### src/hdl/etcd_pkg.sv
// Constants and helpers shared by the epoch to calendar date converter.
package etcd_pkg;

  localparam int unsigned OffsetWidth = 18;
  localparam int unsigned AddrWidth   = 3;

  localparam logic REG_ZONE_OFFSET = 1'b0;

  // Reciprocals for exact division by constants.
  // Divide by 15 for a 31-bit dividend, result is the product shifted right by 35.
  localparam logic [31:0] RECIP_15_WIDE   = 32'd2290649225;
  localparam int unsigned RECIP_15_WIDE_SH = 35;
  // Divide by 15 for a 26-bit dividend, result is the product shifted right by 30.
  localparam logic [26:0] RECIP_15_NARROW = 27'd71582789;
  localparam int unsigned RECIP_15_NARROW_SH = 30;
  // Divide by 4383 for an 18-bit dividend, result is the product shifted right by 31.
  localparam logic [18:0] RECIP_4383      = 19'd489958;
  localparam int unsigned RECIP_4383_SH   = 31;
  // Divide by 3 for an 11-bit dividend, result is the product shifted right by 13.
  localparam logic [11:0] RECIP_3         = 12'd2731;
  localparam int unsigned RECIP_3_SH      = 13;

  localparam logic [20:0] HOURS_PER_4YEARS = 21'd35064;
  localparam logic [15:0] HOURS_YEAR_1     = 16'd8760;
  localparam logic [15:0] HOURS_YEAR_2     = 16'd17520;
  localparam logic [15:0] HOURS_YEAR_3     = 16'd26304;
  localparam logic [7:0]  BASE_YEAR        = 8'd70;
  localparam logic [8:0]  LEAP_DAY_OF_YEAR = 9'd60;
  localparam logic [3:0]  MONTH_FEBRUARY   = 4'd1;
  localparam logic [4:0]  LEAP_DAY_OF_MONTH = 5'd29;

  // Days of a common year that come before the given month.
  function automatic logic [8:0] month_base(input logic [3:0] mon);
    logic [8:0] base;
    case (mon)
      4'd0:    base = 9'd0;
      4'd1:    base = 9'd31;
      4'd2:    base = 9'd59;
      4'd3:    base = 9'd90;
      4'd4:    base = 9'd120;
      4'd5:    base = 9'd151;
      4'd6:    base = 9'd181;
      4'd7:    base = 9'd212;
      4'd8:    base = 9'd243;
      4'd9:    base = 9'd273;
      4'd10:   base = 9'd304;
      4'd11:   base = 9'd334;
      default: base = 9'd0;
    endcase
    return base;
  endfunction

endpackage

### src/hdl/epoch_to_calendar_date.sv
// Epoch seconds to calendar date and time converter, top level.
//
// Converts a 32-bit count of seconds since 1970-01-01 00:00:00, less the programmed
// zone offset (clamped at zero), into second, minute, hour, day of month, month
// (0 is January) and years since 1900; every year divisible by four is a leap year.
// One timestamp enters per clock cycle while the output is not stalled, and its date
// leaves the nine-stage pipeline, which divides by 60, 60, 1461 days, single years and 24.
// A stall at the output freezes the whole pipeline and raises the input
// stall in the same cycle. The zone offset lives at byte address 0 as an 18-bit
// signed value and reads back sign-extended to 32 bits.
module epoch_to_calendar_date
  import etcd_pkg::*;
(
  input  logic                 clk_i,
  input  logic                 rst_ni,

  input  logic                 psel,
  input  logic                 penable,
  input  logic                 pwrite,
  input  logic [AddrWidth-1:0] paddr,
  input  logic [31:0]          pwdata,
  output logic [31:0]          prdata,
  output logic                 pready,

  input  logic                 in_valid_i,
  output logic                 in_stall_o,
  input  logic [31:0]          epoch_seconds_i,

  output logic                 out_valid_o,
  input  logic                 out_stall_i,
  output logic [5:0]           second_of_minute_o,
  output logic [5:0]           minute_of_hour_o,
  output logic [4:0]           hour_of_day_o,
  output logic [4:0]           day_of_month_o,
  output logic [3:0]           month_index_o,
  output logic [7:0]           year_since_1900_o
);

  localparam int unsigned Stages = 9;

  logic [OffsetWidth-1:0] offset_q;
  logic [Stages-1:0]      valid_q;
  logic                   advance;

  // Stage registers
  logic [32:0] t1_q;
  logic [27:0] q2_q;
  logic [5:0]  tl2_q;
  logic [20:0] hrs3_q;
  logic [5:0]  ml3_q;
  logic [5:0]  sec3_q;
  logic [5:0]  blk4_q;
  logic [20:0] hrs4_q;
  logic [5:0]  min4_q, sec4_q;
  logic [15:0] hrem5_q;
  logic [7:0]  yb5_q;
  logic [5:0]  min5_q, sec5_q;
  logic [13:0] hy6_q;
  logic [7:0]  yr6_q;
  logic [5:0]  min6_q, sec6_q;
  logic [8:0]  dq7_q;
  logic [4:0]  hl7_q;
  logic [7:0]  yr7_q;
  logic [5:0]  min7_q, sec7_q;
  logic [8:0]  doy8_q;
  logic        ld8_q;
  logic [4:0]  hour8_q;
  logic [7:0]  yr8_q;
  logic [5:0]  min8_q, sec8_q;
  logic [5:0]  sec9_q, min9_q;
  logic [4:0]  hour9_q, day9_q;
  logic [3:0]  mon9_q;
  logic [7:0]  yr9_q;

  // Next values
  logic [33:0] local_d;
  logic [32:0] t1_d;
  logic [62:0] prod1;
  logic [52:0] prod2;
  logic [36:0] prod3;
  logic [20:0] blk_hours;
  logic [15:0] hrem_d;
  logic [1:0]  yoff_d;
  logic [15:0] ysub_d;
  logic [22:0] prod6;
  logic [8:0]  dayn;
  logic        leap7;
  logic [8:0]  doy_d;
  logic        ld_d;
  logic [3:0]  mon_d;
  logic [4:0]  day_d;

  // Configuration port
  assign pready = 1'b1;
  assign prdata = {{(32-OffsetWidth){offset_q[OffsetWidth-1]}}, offset_q};

  always_ff @(posedge clk_i or negedge rst_ni) begin
    if (!rst_ni) begin
      offset_q <= '0;
    end else if (psel && penable && pwrite && pready && paddr[2] == REG_ZONE_OFFSET) begin
      offset_q <= pwdata[OffsetWidth-1:0];
    end
  end

  // Pipeline control: hold every stage while the result is stalled
  assign advance     = !(out_valid_o && out_stall_i);
  assign in_stall_o  = !advance;
  assign out_valid_o = valid_q[Stages-1];

  always_ff @(posedge clk_i or negedge rst_ni) begin
    if (!rst_ni) begin
      valid_q <= '0;
    end else if (advance) begin
      valid_q <= {valid_q[Stages-2:0], in_valid_i};
    end
  end

  // Stage datapath
  always_comb begin
    local_d = {2'b00, epoch_seconds_i}
              - {{(34-OffsetWidth){offset_q[OffsetWidth-1]}}, offset_q};
    t1_d    = local_d[33] ? '0 : local_d[32:0];

    prod1 = 63'(t1_q[32:2]) * 63'(RECIP_15_WIDE);
    prod2 = 53'(q2_q[27:2]) * 53'(RECIP_15_NARROW);
    prod3 = 37'(hrs3_q[20:3]) * 37'(RECIP_4383);

    blk_hours = 21'(blk4_q) * HOURS_PER_4YEARS;
    hrem_d    = 16'(hrs4_q - blk_hours);

    if (hrem5_q >= HOURS_YEAR_3) begin
      yoff_d = 2'd3;
      ysub_d = HOURS_YEAR_3;
    end else if (hrem5_q >= HOURS_YEAR_2) begin
      yoff_d = 2'd2;
      ysub_d = HOURS_YEAR_2;
    end else if (hrem5_q >= HOURS_YEAR_1) begin
      yoff_d = 2'd1;
      ysub_d = HOURS_YEAR_1;
    end else begin
      yoff_d = 2'd0;
      ysub_d = '0;
    end

    prod6 = 23'(hy6_q[13:3]) * 23'(RECIP_3);

    dayn  = dq7_q + 9'd1;
    leap7 = (yr7_q[1:0] == 2'b00);
    doy_d = (leap7 && dayn > LEAP_DAY_OF_YEAR) ? dayn - 9'd1 : dayn;
    ld_d  = leap7 && dayn == LEAP_DAY_OF_YEAR;

    mon_d = '0;
    for (int m = 1; m < 12; m++) begin
      if (doy8_q > month_base(4'(m))) begin
        mon_d = mon_d + 4'd1;
      end
    end
    day_d = 5'(doy8_q - month_base(mon_d));
    if (ld8_q) begin
      mon_d = MONTH_FEBRUARY;
      day_d = LEAP_DAY_OF_MONTH;
    end
  end

  always_ff @(posedge clk_i) begin
    if (advance) begin
      t1_q    <= t1_d;

      q2_q    <= prod1[62:RECIP_15_WIDE_SH];
      tl2_q   <= t1_q[5:0];

      hrs3_q  <= prod2[RECIP_15_NARROW_SH+20:RECIP_15_NARROW_SH];
      ml3_q   <= q2_q[5:0];
      sec3_q  <= tl2_q - 6'(q2_q[5:0] * 6'd60);

      blk4_q  <= prod3[RECIP_4383_SH+5:RECIP_4383_SH];
      hrs4_q  <= hrs3_q;
      min4_q  <= ml3_q - 6'(hrs3_q[5:0] * 6'd60);
      sec4_q  <= sec3_q;

      hrem5_q <= hrem_d;
      yb5_q   <= BASE_YEAR + {blk4_q, 2'b00};
      min5_q  <= min4_q;
      sec5_q  <= sec4_q;

      hy6_q   <= 14'(hrem5_q - ysub_d);
      yr6_q   <= yb5_q + 8'(yoff_d);
      min6_q  <= min5_q;
      sec6_q  <= sec5_q;

      dq7_q   <= prod6[RECIP_3_SH+8:RECIP_3_SH];
      hl7_q   <= hy6_q[4:0];
      yr7_q   <= yr6_q;
      min7_q  <= min6_q;
      sec7_q  <= sec6_q;

      doy8_q  <= doy_d;
      ld8_q   <= ld_d;
      hour8_q <= hl7_q - 5'(dq7_q[4:0] * 5'd24);
      yr8_q   <= yr7_q;
      min8_q  <= min7_q;
      sec8_q  <= sec7_q;

      sec9_q  <= sec8_q;
      min9_q  <= min8_q;
      hour9_q <= hour8_q;
      day9_q  <= day_d;
      mon9_q  <= mon_d;
      yr9_q   <= yr8_q;
    end
  end

  assign second_of_minute_o = sec9_q;
  assign minute_of_hour_o   = min9_q;
  assign hour_of_day_o      = hour9_q;
  assign day_of_month_o     = day9_q;
  assign month_index_o      = mon9_q;
  assign year_since_1900_o  = yr9_q;

`ifndef NO_ASSERTIONS
  a_time_range: assert property (@(posedge clk_i) disable iff (!rst_ni)
    out_valid_o |-> second_of_minute_o < 6'd60 && minute_of_hour_o < 6'd60
                    && hour_of_day_o < 5'd24)
    else $error("time of day out of range");

  a_date_range: assert property (@(posedge clk_i) disable iff (!rst_ni)
    out_valid_o |-> day_of_month_o >= 5'd1 && month_index_o <= 4'd11
                    && year_since_1900_o >= BASE_YEAR && year_since_1900_o <= 8'd209)
    else $error("calendar date out of range");

  a_leap_day: assert property (@(posedge clk_i) disable iff (!rst_ni)
    out_valid_o && month_index_o == MONTH_FEBRUARY && day_of_month_o == LEAP_DAY_OF_MONTH
    |-> year_since_1900_o[1:0] == 2'b00)
    else $error("February 29 outside a leap year");
`endif

endmodule
### config.mk
export PLATFORM = sky130hd
export DESIGN_NAME = epoch_to_calendar_date
export DESIGN_NICKNAME = d
export VERILOG_FILES = /design/src/hdl/etcd_pkg.sv /design/src/hdl/epoch_to_calendar_date.sv
export SDC_FILE = /design/constraint.sdc
export NUM_CORES = 2
export LEC_CHECK = 0
export ABC_AREA = 1
export BUFFER_PORTS_ARGS = -buffer_cell sky130_fd_sc_hd__buf_2
export CAP_MARGIN = 40
export CORE_ASPECT_RATIO = 1.5
export CORE_MARGIN = 10
export CORE_UTILIZATION = 25
export DETAILED_ROUTE_END_ITERATION = 10
export GPL_TIMING_DRIVEN = 0
export PLACE_DENSITY_LB_ADDON = 0.1
export SYNTH_ARGS = -nofsm -noshare
export SYNTH_HDL_FRONTEND = slang
export SYNTH_SLANG_ARGS = --single-unit
### constraint.sdc
create_clock -name clk_i -period 9.8 [get_ports clk_i]
set_clock_uncertainty 0.05 [all_clocks]
set_input_delay 0.49 -clock clk_i [delete_from_list [all_inputs] [get_ports clk_i]]
set_output_delay 0.49 -clock clk_i [all_outputs]
set_load 0.03 [all_outputs]
==> impl_metrics.env <==
export IMPL_max_freq_ghz=0.119
export IMPL_layout_commonest_cell="inv_1"
export IMPL_drv_slew=0
export IMPL_hold_slack_ns=0.0624
export IMPL_ys_warn_count=0
export IMPL_synth_top_family_by_area="adder cells"
export IMPL_timing_critical_path_to_type="flop"
export IMPL_io_buffer_count=125
export IMPL_met2_length_um=57500
export IMPL_overflow=0
export IMPL_wl_per_cell_um=16.6
export IMPL_die_width_um=343
export IMPL_die_h_um=504
export IMPL_hpwl_um=89000
export IMPL_synth_simple_gate_area_frac=0.0971
export IMPL_ys_seq_elements=332
export IMPL_remaining_drc_errors=0
export IMPL_syn2layout_area_growth_pct=12.6
export IMPL_postLayoutCellArea_um2=43900
export IMPL_syn_area_um2=39000
export IMPL_outcome="finished, final reports clean"
export IMPL_firstDrtPassIters=5
export IMPL_r2r_start="doy8_q[7]$_DFFE_PN_"
export IMPL_min_period_over_period=0.859
export IMPL_drt_total_wl_um=102000
export IMPL_synth_top_cell_by_area="ha_1"
export IMPL_synthFlopType="edfxtp_1"
export IMPL_grt_max_degree=105
export IMPL_initial_core_util=0.252
export IMPL_synth_area_mux_share=0.000289
export IMPL_clock_sinks=332
export IMPL_max_slew_margin=0.430
export IMPL_tightestPinTransition_ns=0.848
export IMPL_synthTopCellsByArea="ha_1 (24%), edfxtp_1 (23%), fa_1 (22%)"
export IMPL_async_flop_share=0.0813
export IMPL_synth_edff_count=305
export IMPL_hold_viol=0
export IMPL_fillers=16500
export IMPL_grt_pass1_vias=29200
export IMPL_fin_setup_tns_ns=0
export IMPL_synth_top_area_frac=0.236
export IMPL_start_kind="flop"
export IMPL_synth_compound_area_share=0.0737
export IMPL_crit_reg2reg_capture="day_of_month_o[4]$_SDFFCE_PP1N_"
export IMPL_num_vias=26000
export IMPL_avgSynthCellArea_um2=10.0
export IMPL_cts_tree="built"
export IMPL_path_clk_slew_ns=0.07
export IMPL_period_needed_ns=8.41
export IMPL_syn_nets=5132
export IMPL_synth_cell_types=61
export IMPL_critPathArrivalTime_ns=8.69
export IMPL_required_ns=10.08
export IMPL_path_class="reg -> reg"
export IMPL_rows=177
export IMPL_crit_path_start="doy8_q[7]$_DFFE_PN_"
export IMPL_final_cell_mix="inv_1 (841), ha_1 (735), fa_1 (426)"
export IMPL_synth_seq_area_share=0.252
export IMPL_max_stage_delay_ns=0.54
export IMPL_ant_nets=0
export IMPL_cts_root_buf="clkbuf_16"
export IMPL_yosys_area_share_xor_xnor=0.0361
export IMPL_dieArea_um2=173000
export IMPL_wirelength_met1_um=39400
export IMPL_antenna_found_initial=1
export IMPL_grt_usage=0.120
export IMPL_pin_count=143
export IMPL_ff2ff_path_depth=44
export IMPL_drive_above_1_share=0.0732
export IMPL_cts_buffers=45
export IMPL_holdPathStages=3
export IMPL_synthAdderAreaFrac=0.454
export IMPL_hold_class="in -> reg"
export IMPL_setup_viol=0
export IMPL_vias_per_cell=4.21
export IMPL_place_gp_congestion=0.843
export IMPL_htree_levels=2
export IMPL_r2r_slack_ns=1.39
export IMPL_rsz0062_at_grt="false"
export IMPL_top_layer="met5"
export IMPL_wl_met3_um=2300
export IMPL_synthCells=3897
export IMPL_cts_buffer_depth=3
export IMPL_grt_pass1_wl_um=164000
export IMPL_clock_latency_ns=0.62
export IMPL_num_antenna_cells=0
export IMPL_core_area_um2=155000
export IMPL_nNetsFinal=5316
export IMPL_cts_resized=0
export IMPL_first_iter_violations=834
export IMPL_cp_max_fo=7
export IMPL_cp_slowest_cell="edfxtp_1"
export IMPL_drv_cap=0
export IMPL_crit_path_end="day_of_month_o[4]$_SDFFCE_PP1N_"
export IMPL_placed_area_um2=42300
export IMPL_path_common_cell="nand2_1"
==> kinds of logic after synthesis <==
kind of cell / count (synthesis)
fa+ha+maj: 1161
buf+inv: 882
simple gates: 849
compound gates: 510
flops: 332
xor+xnor: 161
other cells: 1
mux: 1
==> Yosys cell counts, types with 11 or more instances <==
cell        n
a31oi_1    36
dfrtp_1    27
nand2_2    25
inv_1     841
nand2_1   385
o21bai_1   17
nand4_1    21
fa_1      426
edfxtp_1  305
nor4_1     14
nand3_1    99
a21oi_1   249
a21o_1     15
buf_4      15
inv_2      16
xor2_1    109
ha_1      735
o21ai_1    13
o211ai_1   12
o21a_1     11
nor3_1     29
nor2_1    220
xnor2_1    52
nand3_2    14
o21ai_0   115
==> registers in the layout, summed over array words and instances (netlist names), 9 cells and up <==
register / count
offset_q: 18
hrs4_q: 16
doy8_q: 9
t1_q: 33
q2_q: 28
hrs3_q: 21
dq7_q: 9
valid_q: 9
hy6_q: 14
hrem5_q: 16
==> routing by layer <==
| layer | up-vias | global-route usage |
|---|---|---|
| met4 | 2 | 0.0341 |
| li1 | 13200 | - |
| met2 | 306 | 0.240 |
| met5 | - | 0 |
| met3 | 123 | 0.0142 |
| met1 | 12400 | 0.128 |
==> worst min-delay path by stage <==
stage | to | slack, ns | startpoint
after floorplan | offset_q[0]$_DFFE_PN0P_ | 0.14 | rst_ni
after global placement | min6_q[4]$_DFFE_PN_ | 0.35 | min5_q[4]$_DFFE_PN_
after detailed placement | min5_q[1]$_DFFE_PN_ | 0.35 | min4_q[1]$_DFFE_PN_
after CTS | offset_q[13]$_DFFE_PN0P_ | 0.0006 | pwdata[13]
after global routing | offset_q[4]$_DFFE_PN0P_ | 0.03 | pwdata[4]
final | offset_q[4]$_DFFE_PN0P_ | 0.06 | pwdata[4]
==> area by class of cell <==
class                           count  area (um2)  share of cell area
Timing Repair Buffer              137         811              0.0185
Multi-Input combinational cell   2683       25800               0.587
Inverter                          859        3230              0.0734
Clock inverter                     28         357             0.00812
Clock buffer                       51        1170              0.0266
Sequential cell                   332        9830               0.224
Buffer                             23         158             0.00359
Tap cell                         2058        2570              0.0586
==> metrics by stage <==
stage / util / instances / worst slack (ns)
after floorplan: - / 3897 / 2.36
final: 0.283 / 6171 / 1.39
after global routing: 0.283 / 6171 / 0.588
after global placement: 0.272 / 6080 / 1.25
after CTS: 0.283 / 6171 / 1.22
after detailed placement: 0.273 / 6085 / 1.24
==> worst max-delay path: cells and delay by family (launching register included) <==
family | cells | cell delay [ns]
compound gates | 5 | 1.06
fa+ha+maj | 12 | 3.61
xor+xnor | 1 | 0.21
flops | 1 | 0.54
buf+inv | 8 | 0.62
simple gates | 18 | 2.04
==> what timing repair did <==
item,CTS,global route
buffers inserted,0,0
hold endpoints to repair,33,0
hold buffers,7,0
Power is not shown: default switching activity piles up to over one toggle a cycle in this logic, so the estimate is an artifact.
